**src/rtl/tst_pkg.sv**
```systemverilog
package tst_pkg;

  localparam int unsigned NumSlotsDefault = 16;
  localparam int unsigned IdW   = 31;
  localparam int unsigned PosW  = 16;
  localparam int unsigned SlotW = 4;
  localparam int unsigned OpW   = 2;

  typedef enum logic [OpW-1:0] {
    OP_BEGAN     = 2'd0,
    OP_MOVED     = 2'd1,
    OP_ENDED     = 2'd2,
    OP_CANCELLED = 2'd3
  } op_e;

  typedef enum logic [OpW-1:0] {
    PH_PRESSED   = 2'd0,
    PH_MOVED     = 2'd1,
    PH_RELEASED  = 2'd2,
    PH_CANCELLED = 2'd3
  } phase_e;

  typedef logic [IdW-1:0]         id_t;
  typedef logic signed [PosW-1:0] pos_t;

endpackage

```
**src/rtl/tst_evt_if.sv**
```systemverilog
interface tst_evt_if;
  import tst_pkg::*;

  logic     valid;
  logic     ready;
  op_e      operation;
  id_t      touch_id;
  pos_t     pos_x;
  pos_t     pos_y;
  logic     last_in_batch;

  modport source (output valid, operation, touch_id, pos_x, pos_y, last_in_batch,
                  input ready);
  modport sink (input valid, operation, touch_id, pos_x, pos_y, last_in_batch,
                output ready);
endinterface

```
**src/rtl/tst_res_if.sv**
```systemverilog
interface tst_res_if;
  import tst_pkg::*;

  logic                found;
  logic                valid;
  logic                ready;
  logic [SlotW-1:0]    slot;
  phase_e              touch_phase;
  pos_t                cur_x;
  pos_t                cur_y;
  pos_t                prev_x;
  pos_t                prev_y;
  logic                batch_end;

  modport source (output valid, found, slot, touch_phase, cur_x, cur_y, prev_x, prev_y,
                  batch_end, input ready);
  modport sink (input valid, found, slot, touch_phase, cur_x, cur_y, prev_x, prev_y,
                batch_end, output ready);
endinterface

```
**src/rtl/tst_ram.sv**
```systemverilog
module tst_ram #(
  parameter int unsigned Width = 8,
  parameter int unsigned Depth = 16,
  localparam int unsigned AddrW = (Depth > 1) ? $clog2(Depth) : 1
) (
  input  logic             clk_i,
  input  logic             we_i,
  input  logic [AddrW-1:0] waddr_i,
  input  logic [Width-1:0] wdata_i,
  input  logic             re_i,
  input  logic [AddrW-1:0] raddr_i,
  output logic [Width-1:0] rdata_o
);

  logic [Width-1:0] mem_q [Depth];

  always_ff @(posedge clk_i) begin
    if (we_i) begin
      mem_q[waddr_i] <= wdata_i;
    end
    if (re_i) begin
      rdata_o <= mem_q[raddr_i];
    end
  end

endmodule

```
**src/rtl/touch_slot_tracker_unit.sv**
```systemverilog
// Touch slot tracker: matches one touch event per word against a table of NumSlots
// slots. The event is scanned against every slot through a single read port of the
// slot memory and one id comparator, one slot per cycle. The result word is written
// into the output register once the last slot has been compared and that register is
// free; the state machine then returns to idle, so a new event is taken only after
// the last one has finished; the input is not ready during the scan. A finished result
// waits in an output register while the next event is accepted. Busy flags live in
// flip-flops and are cleared by reset, so no clearing pass is needed.
module touch_slot_tracker_unit #(
  parameter int unsigned NumSlots = tst_pkg::NumSlotsDefault
) (
  input  logic       clk_i,
  input  logic       rst_ni,
  tst_evt_if.sink    evt_i,
  tst_res_if.source  res_o
);
  import tst_pkg::*;

  localparam int unsigned IdxW  = (NumSlots > 1) ? $clog2(NumSlots) : 1;
  localparam int unsigned CntW  = $clog2(NumSlots + 1);
  localparam int unsigned EntW  = IdW + 2 * PosW;
  localparam logic [IdxW-1:0] LastIdx = IdxW'(NumSlots - 1);
  localparam logic [CntW-1:0] CntEnd  = CntW'(NumSlots);

  localparam logic [1:0] ST_IDLE   = 2'd0;
  localparam logic [1:0] ST_SCAN   = 2'd1;
  localparam logic [1:0] ST_FINISH = 2'd2;

  logic [1:0]      state_q, state_d;
  op_e             op_q;
  id_t             id_q;
  pos_t            px_q, py_q;
  logic            last_q;
  logic [CntW-1:0] cnt_q, cnt_d;
  logic            rd_vld_q;
  logic [IdxW-1:0] rd_idx_q;
  logic            match_q, match_d;
  logic [IdxW-1:0] match_idx_q, match_idx_d;
  pos_t            old_x_q, old_x_d, old_y_q, old_y_d;
  logic            free_q, free_d;
  logic [IdxW-1:0] free_idx_q, free_idx_d;
  logic            busy_q [NumSlots];

  logic            out_valid_q;
  logic            out_found_q;
  logic [SlotW-1:0] out_slot_q;
  phase_e          out_phase_q;
  pos_t            out_cx_q, out_cy_q, out_px_q, out_py_q;
  logic            out_last_q;

  logic            evt_acc;
  logic            rd_issue;
  logic [EntW-1:0] rd_data;
  id_t             rd_owner;
  pos_t            rd_x, rd_y;
  logic            hit;
  logic            finish;
  logic            found;
  logic            keep_busy;
  logic [IdxW-1:0] sel_idx;
  logic [IdxW+SlotW-1:0] sel_wide;

  assign evt_acc   = evt_i.valid && evt_i.ready;
  assign evt_i.ready = (state_q == ST_IDLE);

  assign rd_issue = (state_q == ST_SCAN) && (cnt_q != CntEnd);
  assign rd_owner = rd_data[EntW-1 -: IdW];
  assign rd_x     = pos_t'(rd_data[2*PosW-1 -: PosW]);
  assign rd_y     = pos_t'(rd_data[PosW-1:0]);
  assign hit      = rd_vld_q && busy_q[rd_idx_q] && (rd_owner == id_q);

  assign finish    = (state_q == ST_FINISH) && (!out_valid_q || res_o.ready);
  assign found     = match_q || ((op_q == OP_BEGAN) && free_q);
  assign sel_idx   = match_q ? match_idx_q : free_idx_q;
  assign sel_wide  = {{SlotW{1'b0}}, sel_idx};
  assign keep_busy = (op_q == OP_BEGAN) || (op_q == OP_MOVED);

  tst_ram #(
    .Width (EntW),
    .Depth (NumSlots)
  ) u_slot_ram (
    .clk_i   (clk_i),
    .we_i    (finish && found),
    .waddr_i (sel_idx),
    .wdata_i ({id_q, px_q, py_q}),
    .re_i    (rd_issue),
    .raddr_i (cnt_q[IdxW-1:0]),
    .rdata_o (rd_data)
  );

  always_comb begin
    state_d     = state_q;
    cnt_d       = cnt_q;
    match_d     = match_q;
    match_idx_d = match_idx_q;
    old_x_d     = old_x_q;
    old_y_d     = old_y_q;
    free_d      = free_q;
    free_idx_d  = free_idx_q;
    case (state_q)
      ST_IDLE: begin
        if (evt_acc) begin
          state_d = ST_SCAN;
          cnt_d   = '0;
          match_d = 1'b0;
          free_d  = 1'b0;
        end
      end
      ST_SCAN: begin
        if (rd_issue) begin
          cnt_d = cnt_q + CntW'(1);
        end
        // The lowest matching slot and the lowest free slot win.
        if (hit && !match_q) begin
          match_d     = 1'b1;
          match_idx_d = rd_idx_q;
          old_x_d     = rd_x;
          old_y_d     = rd_y;
        end
        if (rd_vld_q && !busy_q[rd_idx_q] && !free_q) begin
          free_d     = 1'b1;
          free_idx_d = rd_idx_q;
        end
        if (rd_vld_q && (rd_idx_q == LastIdx)) begin
          state_d = ST_FINISH;
        end
      end
      ST_FINISH: begin
        if (finish) begin
          state_d = ST_IDLE;
        end
      end
      default: begin
        state_d = ST_IDLE;
      end
    endcase
  end

  always_ff @(posedge clk_i or negedge rst_ni) begin
    if (!rst_ni) begin
      state_q     <= ST_IDLE;
      cnt_q       <= '0;
      rd_vld_q    <= 1'b0;
      match_q     <= 1'b0;
      free_q      <= 1'b0;
      out_valid_q <= 1'b0;
      for (int i = 0; i < NumSlots; i++) begin
        busy_q[i] <= 1'b0;
      end
    end else begin
      state_q  <= state_d;
      cnt_q    <= cnt_d;
      rd_vld_q <= rd_issue;
      match_q  <= match_d;
      free_q   <= free_d;
      if (res_o.ready) begin
        out_valid_q <= 1'b0;
      end
      if (finish) begin
        out_valid_q <= 1'b1;
        if (found) begin
          busy_q[sel_idx] <= keep_busy;
        end
      end
    end
  end

  always_ff @(posedge clk_i) begin
    rd_idx_q    <= cnt_q[IdxW-1:0];
    match_idx_q <= match_idx_d;
    old_x_q     <= old_x_d;
    old_y_q     <= old_y_d;
    free_idx_q  <= free_idx_d;
    if (evt_acc) begin
      op_q   <= evt_i.operation;
      id_q   <= evt_i.touch_id;
      px_q   <= evt_i.pos_x;
      py_q   <= evt_i.pos_y;
      last_q <= evt_i.last_in_batch;
    end
    if (finish) begin
      out_last_q  <= last_q;
      out_found_q <= found;
      if (found) begin
        out_slot_q  <= sel_wide[SlotW-1:0];
        out_phase_q <= phase_e'(op_q);
        out_cx_q    <= px_q;
        out_cy_q    <= py_q;
        out_px_q    <= (op_q == OP_BEGAN) ? px_q : old_x_q;
        out_py_q    <= (op_q == OP_BEGAN) ? py_q : old_y_q;
      end else begin
        out_slot_q  <= '0;
        out_phase_q <= PH_PRESSED;
        out_cx_q    <= '0;
        out_cy_q    <= '0;
        out_px_q    <= '0;
        out_py_q    <= '0;
      end
    end
  end

  assign res_o.valid       = out_valid_q;
  assign res_o.found       = out_found_q;
  assign res_o.slot        = out_slot_q;
  assign res_o.touch_phase = out_phase_q;
  assign res_o.cur_x       = out_cx_q;
  assign res_o.cur_y       = out_cy_q;
  assign res_o.prev_x      = out_px_q;
  assign res_o.prev_y      = out_py_q;
  assign res_o.batch_end   = out_last_q;

endmodule

```
**src/flat_wrapper.sv**
```systemverilog
// flat-port wrapper written by rule: the top's interface ports become plain ports
module touch_slot_tracker_unit_flat import tst_pkg::*;
#(
  parameter int unsigned NumSlots = tst_pkg::NumSlotsDefault
)
  (clk_i, rst_ni, evt_i_valid, evt_i_operation, evt_i_touch_id, evt_i_pos_x, evt_i_pos_y, evt_i_last_in_batch, evt_i_ready, res_o_valid, res_o_found, res_o_slot, res_o_touch_phase, res_o_cur_x, res_o_cur_y, res_o_prev_x, res_o_prev_y, res_o_batch_end, res_o_ready);
  tst_evt_if evt_i_i ();
  tst_res_if res_o_i ();
  input  logic clk_i;
  input  logic rst_ni;
  input wire logic [$bits(evt_i_i.valid)-1:0] evt_i_valid;
  input wire logic [$bits(evt_i_i.operation)-1:0] evt_i_operation;
  input wire logic [$bits(evt_i_i.touch_id)-1:0] evt_i_touch_id;
  input wire logic [$bits(evt_i_i.pos_x)-1:0] evt_i_pos_x;
  input wire logic [$bits(evt_i_i.pos_y)-1:0] evt_i_pos_y;
  input wire logic [$bits(evt_i_i.last_in_batch)-1:0] evt_i_last_in_batch;
  output wire logic [$bits(evt_i_i.ready)-1:0] evt_i_ready;
  output wire logic [$bits(res_o_i.valid)-1:0] res_o_valid;
  output wire logic [$bits(res_o_i.found)-1:0] res_o_found;
  output wire logic [$bits(res_o_i.slot)-1:0] res_o_slot;
  output wire logic [$bits(res_o_i.touch_phase)-1:0] res_o_touch_phase;
  output wire logic [$bits(res_o_i.cur_x)-1:0] res_o_cur_x;
  output wire logic [$bits(res_o_i.cur_y)-1:0] res_o_cur_y;
  output wire logic [$bits(res_o_i.prev_x)-1:0] res_o_prev_x;
  output wire logic [$bits(res_o_i.prev_y)-1:0] res_o_prev_y;
  output wire logic [$bits(res_o_i.batch_end)-1:0] res_o_batch_end;
  input wire logic [$bits(res_o_i.ready)-1:0] res_o_ready;
  assign evt_i_i.valid = evt_i_valid;
  assign evt_i_i.operation = evt_i_operation;
  assign evt_i_i.touch_id = evt_i_touch_id;
  assign evt_i_i.pos_x = evt_i_pos_x;
  assign evt_i_i.pos_y = evt_i_pos_y;
  assign evt_i_i.last_in_batch = evt_i_last_in_batch;
  assign evt_i_ready = evt_i_i.ready;
  assign res_o_valid = res_o_i.valid;
  assign res_o_found = res_o_i.found;
  assign res_o_slot = res_o_i.slot;
  assign res_o_touch_phase = res_o_i.touch_phase;
  assign res_o_cur_x = res_o_i.cur_x;
  assign res_o_cur_y = res_o_i.cur_y;
  assign res_o_prev_x = res_o_i.prev_x;
  assign res_o_prev_y = res_o_i.prev_y;
  assign res_o_batch_end = res_o_i.batch_end;
  assign res_o_i.ready = res_o_ready;
  touch_slot_tracker_unit #(.NumSlots(NumSlots)) u_core (.clk_i(clk_i), .rst_ni(rst_ni), .evt_i(evt_i_i), .res_o(res_o_i));
endmodule
```
**config.mk**
```make
export PLATFORM = sky130hd
export DESIGN_NAME = touch_slot_tracker_unit_flat
export DESIGN_NICKNAME = d
export VERILOG_FILES = /design/src/rtl/tst_pkg.sv /design/src/rtl/tst_evt_if.sv /design/src/rtl/tst_res_if.sv /design/src/rtl/tst_ram.sv /design/src/rtl/touch_slot_tracker_unit.sv /design/src/flat_wrapper.sv
export SDC_FILE = /design/constraint.sdc
export NUM_CORES = 1
export LEC_CHECK = 0
export ABC_AREA = 1
export BUFFER_PORTS_ARGS = -buffer_cell sky130_fd_sc_hd__buf_2
export CORE_ASPECT_RATIO = 0.7
export CORE_MARGIN = 4
export CORE_UTILIZATION = 50
export CTS_CLUSTER_DIAMETER = 120
export DETAILED_ROUTE_END_ITERATION = 8
export MAX_ROUTING_LAYER = met4
export PLACE_DENSITY = 0.69
export SLEW_MARGIN = 30
export SYNTH_ARGS = -nofsm -noshare
export SYNTH_HDL_FRONTEND = slang
export SYNTH_SLANG_ARGS = --single-unit
```
**constraint.sdc**
```tcl
create_clock -name clk_i -period 7.5 [get_ports clk_i]
set_input_delay 2.25 -clock clk_i [delete_from_list [all_inputs] [get_ports clk_i]]
set_output_delay 2.25 -clock clk_i [all_outputs]
set_load 0.05 [all_outputs]
```
==> impl_metrics.csv, run 1 <==
group,metric,value,unit
finish,drive_above_1_share,11.57,%
timing,worst_pin_slew,0.9777,ns
logic_synthesis,syn-num-nets,3668,
setup_path,required,8.09,ns
logic_synthesis,synth-seq-cells,1280,
floorplan,core,97890,um^2
timing,fin_worst_skew,0.04133,ns
place,hpwlAfterDp,61.66,mm
finish,multi_input_area,9550,um^2
floorplan,row_count,96,
clock_tree,post_cts_buffers,0,
logic_synthesis,synth_edf_count,1249,
logic_synthesis,syn_avg_cell_area,13.70,um^2
clock_tree,clock_sinks,1280,
logic_synthesis,synthArstFlopShare,2.109,%
power_and_ir_drop,ir_worst_vdd,0.0003037,V
routing,ant_nets,0,
routing,routedWlPerCell,23.04,um
timing,rsz0062_at_grt,"no",
timing,finalCritPeriodShare,53.48,%
routing,drc,0,
finish,regMostFlops,"u_core.u_slot_ram.mem_q",
finish,largest_register_ffs,1008,
global_route,grt_pass1_vias,27741,
setup_path,critPathArrivalTime,4.60,ns
finish,final-seq-area,38270,um^2
outcome,status,"finished, final reports clean",
logic_synthesis,synth_top_area_share,76.14,%
floorplan,die_x,383.2,um
logic_synthesis,syn_area,49260,um^2
setup_path,path_class,"flop to flop",
timing,tns,0,ns
place,io_buffers,143,
routing,wl,117.9,mm
timing,final-setup-viol-count,0,
finish,areaGrowthSynthToFinish,11.99,%
logic_synthesis,synth.most_common_cell,"edfxtp_1",
floorplan,dieArea,103700,um^2
logic_synthesis,ys_warn_count,0,
clock_tree,htreeDepth,3,
finish,utilization,56.36,%
clock_tree,cts_resized,0,
power_and_ir_drop,power_density,357.9,nW/um^2
timing,slew_headroom,34.82,%
setup_path,worstPathMaxFanout,137,
global_route,grt_first_pass_wirelength,176.8,mm
routing,via_per_inst,5.774,
clock_tree,clkTransAtPathRegs,0.06,ns
timing,slew_violations,0,
finish,diodes,0,
logic_synthesis,synth_cells,3596,
min_path,hold_path.startpoint,"u_core.u_slot_ram.rdata_o[24]$_DFFE_PP_",
place,place.gp.congestion,0.8255,
floorplan,ios,144,
clock_tree,clock_path_buffers,3,
clock_tree,numCtsBuffers,114,
routing,drt_iter0_markers,3586,
flow_run,maxCapViolCount,0,
logic_synthesis,ys_seq_area_share,77.67,%
logic_synthesis,ys_types,32,
finish,fill_cells,7722,
timing,holdWs,0.4177,ns
global_route,antenna_found_initial,2,
global_route,grt_usage,23.17,%
clock_tree,cts-root-buf,"clkbuf_16",
setup_path,cp-start-kind,"flop",
routing,vias,29538,
setup_path,crit_path_end_kind,"flop",
timing,period_needed,4.011,ns
setup_path,crit_start,"u_core.cnt_q[1]$_DFFE_PN0P_",
timing,finalHoldViolCount,0,
logic_synthesis,synth_top_area_cell,"edfxtp_1",
clock_tree,clock_latency,0.73,ns
power_and_ir_drop,power,19740,uW
power_and_ir_drop,power.leakage,0.01851,uW
clock_tree,cts_tree,"yes",
logic_synthesis,yosys-top-cells-area,"edfxtp_1 (76%), nor2_1 (5.3%), o21ai_0 (5.2%)",
logic_synthesis,yosys_most_used_dff,"edfxtp_1",
setup_path,timing.rr.start,"u_core.cnt_q[1]$_DFFE_PN0P_",
min_path,hold_class,"flop to flop",
routing,first_pass_iters,5,
clock_tree,cts_hold_buf,0,
place,dp_worst_setup_slack,2.800,ns
timing,fmax,0.2493,GHz
floorplan,start_util,50.32,%
logic_synthesis,synth_commonest_cells,"edfxtp_1 (1,249), nor2_1 (693), o21ai_0 (515)",
timing,setup_ws,3.489,ns
global_route,grt_max_degree,240,
floorplan,dieHeight,270.6,um
global_route,grt_overflow_total,0,
finish,reg_top3,"u_core.u_slot_ram.mem_q (1008), u_core.u_slot_ram.rdata_o (63), u_core.id_q (31)",
finish,layout.nets,3764,
## through the flow
step	instance area, um^2	instances
final	55170	5116
after global routing	55170	5116
after CTS	55130	5115
after detailed placement	51300	4898
after global placement	51100	4891
after floorplan	49270	3596
## worst max-delay path, cell delays in order, from the launching register on
cell	delay, ns
dfrtp_4	0.98
buf_12	0.40
buf_16	0.35
buf_4	0.85
o21ai_0	0.35
o22ai_1	0.33
nand2_1	0.09
nand3_1	0.12
## path summary, 6_finish.rpt
path,endpoint,slack (ns),cells after the start
worst max-delay path,u_core.u_slot_ram.rdata_o[3]$_DFFE_PP_,3.49,7
worst min-delay path,u_core.old_x_q[8]$_DFFE_PP_,0.42,0
worst max register to register,u_core.u_slot_ram.rdata_o[3]$_DFFE_PP_,3.49,7
worst min register to register,u_core.old_x_q[8]$_DFFE_PP_,0.42,0
max in group asynchronous,u_core.cnt_q[1]$_DFFE_PN0P_,5.44,1
min in group asynchronous,u_core.busy_q[4]$_DFFE_PN0P_,1.57,1
## metal layers
layer	up-vias	share of wire (%)	global-route usage (%)
li1	13294	-	-
met1	14629	45	35.19
met2	1457	43	32.08
met3	158	10	5.735
met4	0	1.6	4.320
met5	-	0	-
## power by group
group / internal, uW / switching (uW) / total, uW / leakage (uW)
Clock: 3390 / 2610 / 6010 / 0.00187
Combinational: 1390 / 3440 / 4820 / 0.00493
Sequential: 8450 / 461 / 8910 / 0.0117
Total: 13200 / 6510 / 19700 / 0.0185
## logic make-up (layout without fill, tap and decap cells)
kind of cell    Yosys count  after routing  synth area share (%)
xor+xnor                 23             23                0.4089
compound gates          782            782                 8.923
buf+inv                 342            539                 3.071
fa+ha+maj                 2              2               0.05079
flops                  1280           1280                 77.67
simple gates           1135           1135                 9.146
mux                      32             32                0.7315
## placed cells by master, fill, tap and decap left out, types with 3 or more instances in the layout
| cell | n |
|---|---|
| nor3_4 | 3 |
| inv_1 | 104 |
| dfrtp_1 | 24 |
| nor2_4 | 7 |
| inv_6 | 16 |
| clkbuf_16 | 114 |
| nand3_1 | 140 |
| edfxtp_1 | 1249 |
| nor2_1 | 687 |
| buf_2 | 143 |
| buf_16 | 6 |
| nand2_1 | 286 |
| nand4_1 | 4 |
| buf_12 | 5 |
| o21ai_1 | 11 |
| o22ai_1 | 127 |
| clkinv_1 | 26 |
| bufinv_16 | 17 |
| mux2_2 | 32 |
| clkinv_4 | 3 |
| o211ai_1 | 126 |
| dfxtp_1 | 4 |
| xnor2_1 | 22 |
| o21ai_0 | 515 |
| inv_4 | 3 |
| clkinvlp_4 | 3 |
| buf_4 | 36 |
| clkinv_2 | 28 |
| clkbuf_1 | 22 |
| inv_2 | 5 |
| dfrtp_4 | 3 |
## cell type report
class                      count  share of cell area [%]
inverter                     128                   1.007
clock buffer                 136                   5.320
timing repair buffer         194                   2.363
clock inverter                81                   1.626
multi-input combinational   1974                   17.31
tap                         1323                   3.000
sequential                  1280                   69.37
(Power assumes the default switching activity.)
==> inputs of run 2 (changes only) <==
--- a/config.mk
+++ b/config.mk
@@ -13,7 +13,7 @@
 export CTS_CLUSTER_DIAMETER = 120
 export DETAILED_ROUTE_END_ITERATION = 8
 export MAX_ROUTING_LAYER = met4
-export PLACE_DENSITY = 0.69
+export PLACE_DENSITY = 0.66
 export SLEW_MARGIN = 30
 export SYNTH_ARGS = -nofsm -noshare
 export SYNTH_HDL_FRONTEND = slang
==> constraint.sdc (replaced) <==
create_clock -name clk_i -period 4 [get_ports clk_i]
set_input_delay 1.2 -clock clk_i [delete_from_list [all_inputs] [get_ports clk_i]]
set_output_delay 1.2 -clock clk_i [all_outputs]
set_load 0.05 [all_outputs]
==> run 2 against run 1 <==
  * Final area increased by 0.64%
  * Register-to-register slack worse by 2.6 ns
  * Via count decreased by 0.81%
  * Sequential share of layout area is 0.44 points lower
  * Clock power up 91%
  * Final cell count increased by 0.41%
  * Hold slack worse by 0.0094 ns
  * Clock skew down 0.014 ns
  * Maximum frequency increased by 30%
  * Global-route usage is 0.27 points higher
  * Die area is the same
  * Core utilization rose by 0.36 points
  * Largest power group unchanged
==> impl_metrics.csv, run 2 (synthesis gave the netlist of run 1 again) <==
group,metric,value,unit
setup_path,cp_slowest_stage_delay,0.61,ns
finish,largest_register_ffs,1008,
floorplan,die_x,383.2,um
finish,reg_top3,"u_core.u_slot_ram.mem_q (1008), u_core.u_slot_ram.rdata_o (63), u_core.id_q (31)",
routing,wl,119.0,mm
finish,drive_above_1_share,12.17,%
clock_tree,clock_path_buffers,3,
min_path,min_path_cells,0,
power_and_ir_drop,switching_share,32.71,%
routing,routedWlPerCell,23.16,um
setup_path,critPathSlowestCell,"edfxtp_1",
finish,regMostFlops,"u_core.u_slot_ram.mem_q",
global_route,grt_pass1_vias,27597,
power_and_ir_drop,power.internal,25100,uW
global_route,grt_max_degree,189,
finish,utilization,56.72,%
setup_path,cp_cell_sequence,"xnor2_1 -> nand2_1 -> nor2_1 -> nand2_1 -> nor2_1 -> nand3_1 -> inv_2 -> buf_12",
flow_run,maxCapViolCount,0,
setup_path,critPathArrivalTime,3.49,ns
power_and_ir_drop,power_density,671.7,nW/um^2
place,place_area,51590,um^2
setup_path,crit_start,"u_core.id_q[20]$_DFFE_PP_",
floorplan,row_count,96,
timing,final-setup-viol-count,0,
power_and_ir_drop,ir_worst_vdd,0.0006411,V
timing,finalCritPeriodShare,77.03,%
clock_tree,post_cts_buffers,0,
finish,layout.nets,3791,
setup_path,timing.rr.end,"u_core.old_x_q[7]$_DFFE_PP_",
routing,drc,0,
setup_path,cpLargestDelayFamily,"simple AND/OR/NAND/NOR gates",
clock_tree,cts_tree,"yes",
min_path,holdPathEnd,"u_core.old_x_q[10]$_DFFE_PP_",
setup_path,rrSetupSlack,0.92,ns
clock_tree,cts-root-buf,"clkbuf_16",
timing,period_needed,3.081,ns
power_and_ir_drop,p_comb_share,24.7,%
setup_path,timing.rr.start,"u_core.id_q[20]$_DFFE_PP_",
place,io_buffers,143,
routing,first_pass_iters,6,
place,hpwlAfterDp,62.84,mm
place,place.gp.congestion,0.8524,
timing,slew_headroom,33.16,%
finish,fill_cells,7715,
setup_path,path_class,"flop to flop",
floorplan,dieHeight,270.6,um
power_and_ir_drop,p_seq_share,44.4,%
routing,drt_iter0_markers,3612,
timing,tns,0,ns
setup_path,required,4.41,ns
power_and_ir_drop,clockPowerShare,30.8,%
setup_path,worstPathMaxFanout,21,
timing,finalHoldViolCount,0,
global_route,grt_overflow_total,0,
clock_tree,cts_hold_buf,0,
finish,diodes,0,
clock_tree,clkTransAtPathRegs,0.07,ns
timing,worst_pin_slew,1.003,ns
global_route,antenna_found_initial,0,
setup_path,cp-start-kind,"flop",
global_route,grt_first_pass_wirelength,178.1,mm
timing,fin_worst_skew,0.02725,ns
power_and_ir_drop,switchingPower,12200,uW
floorplan,start_util,50.32,%
power_and_ir_drop,power.leakage,0.01867,uW
place,dp_worst_setup_slack,0.7509,ns
floorplan,core,97890,um^2
finish,final_area,55530,um^2
setup_path,crit_buf_inv,2,
routing,via_per_inst,5.703,
outcome,status,"finished, final reports clean",
setup_path,crit_path_end_kind,"flop",
clock_tree,cts_resized,0,
finish,final_common_cell,"edfxtp_1",
clock_tree,numCtsBuffers,117,
clock_tree,clock_sinks,1280,
timing,fmax,0.3245,GHz
clock_tree,htreeDepth,3,
min_path,hold_path.startpoint,"u_core.u_slot_ram.rdata_o[26]$_DFFE_PP_",
clock_tree,clock_latency,0.74,ns
setup_path,rr_worst_depth,8,
routing,vias,29298,
routing,ant_nets,0,
timing,rsz0062_at_grt,"no",
finish,areaGrowthSynthToFinish,12.71,%
floorplan,dieArea,103700,um^2
timing,setup_ws,0.9186,ns
finish,mostFrequentLayoutCells,"edfxtp_1 (1,249), nor2_1 (686), o21ai_0 (515)",
floorplan,ios,144,
min_path,hold_class,"flop to flop",
global_route,grt_usage,23.44,%
timing,slew_violations,0,
## run 2: worst max path at each step
stage                                              end  cells after the start
2_1_floorplan  u_core.u_slot_ram.mem_q[0][0]$_DFFE_PP_                      4
3_3_place_gp   u_core.u_slot_ram.mem_q[2][4]$_DFFE_PP_                      8
3_5_place_dp   u_core.u_slot_ram.mem_q[2][4]$_DFFE_PP_                      8
4_1_cts                   u_core.old_x_q[14]$_DFFE_PP_                      8
5_1_grt                   u_core.old_y_q[13]$_DFFE_PP_                      8
6_report                   u_core.old_x_q[7]$_DFFE_PP_                      8
## run 2: metal layers
metal	track usage, %	vias up	share of wire, %
met5	-	-	0
li1	-	13346	-
met3	5.698	157	10
met2	32.11	1348	43
met4	4.210	0	1.4
met1	36.04	14447	46
## run 2: worst reg2reg max path, stage by stage, from the launching register on
cell and delay (ns):
edfxtp_1 0.61, xnor2_1 0.45, nand2_1 0.11, nor2_1 0.10, nand2_1 0.11, nor2_1 0.40
nand3_1 0.24, inv_2 0.42, buf_12 0.30
## run 2: per-stage QoR
step           total power, uW  cells  hold WS (ns)
4_1_cts                  37450   5137        0.4078
6_report                 37290   5137        0.4083
3_3_place_gp             25880   4923        0.4007
3_5_place_dp             26020   4923        0.4045
2_1_floorplan            23060   3596        0.3422
5_1_grt                  39210   5137        0.4190
## run 2: layout make-up
cell class                 count  area (um^2)  share of cell area (%)
inverter                     128        529.3                  0.9532
timing repair buffer         218         1567                   2.821
multi-input combinational   1974         9568                   17.23
clock inverter                68        865.8                   1.559
clock buffer                 146         3068                   5.525
sequential                  1280        38270                   68.93
tap                         1323         1655                   2.981
## run 2: power by group through the flow
stage	Sequential, uW	Combinational [uW]	Clock [uW]
2_1_floorplan	16500	6560	0
3_5_place_dp	16800	9170	0
5_1_grt	16700	10300	12300
6_report	16600	9220	11500
4_1_cts	16600	9200	11700
3_3_place_gp	16800	9060	0
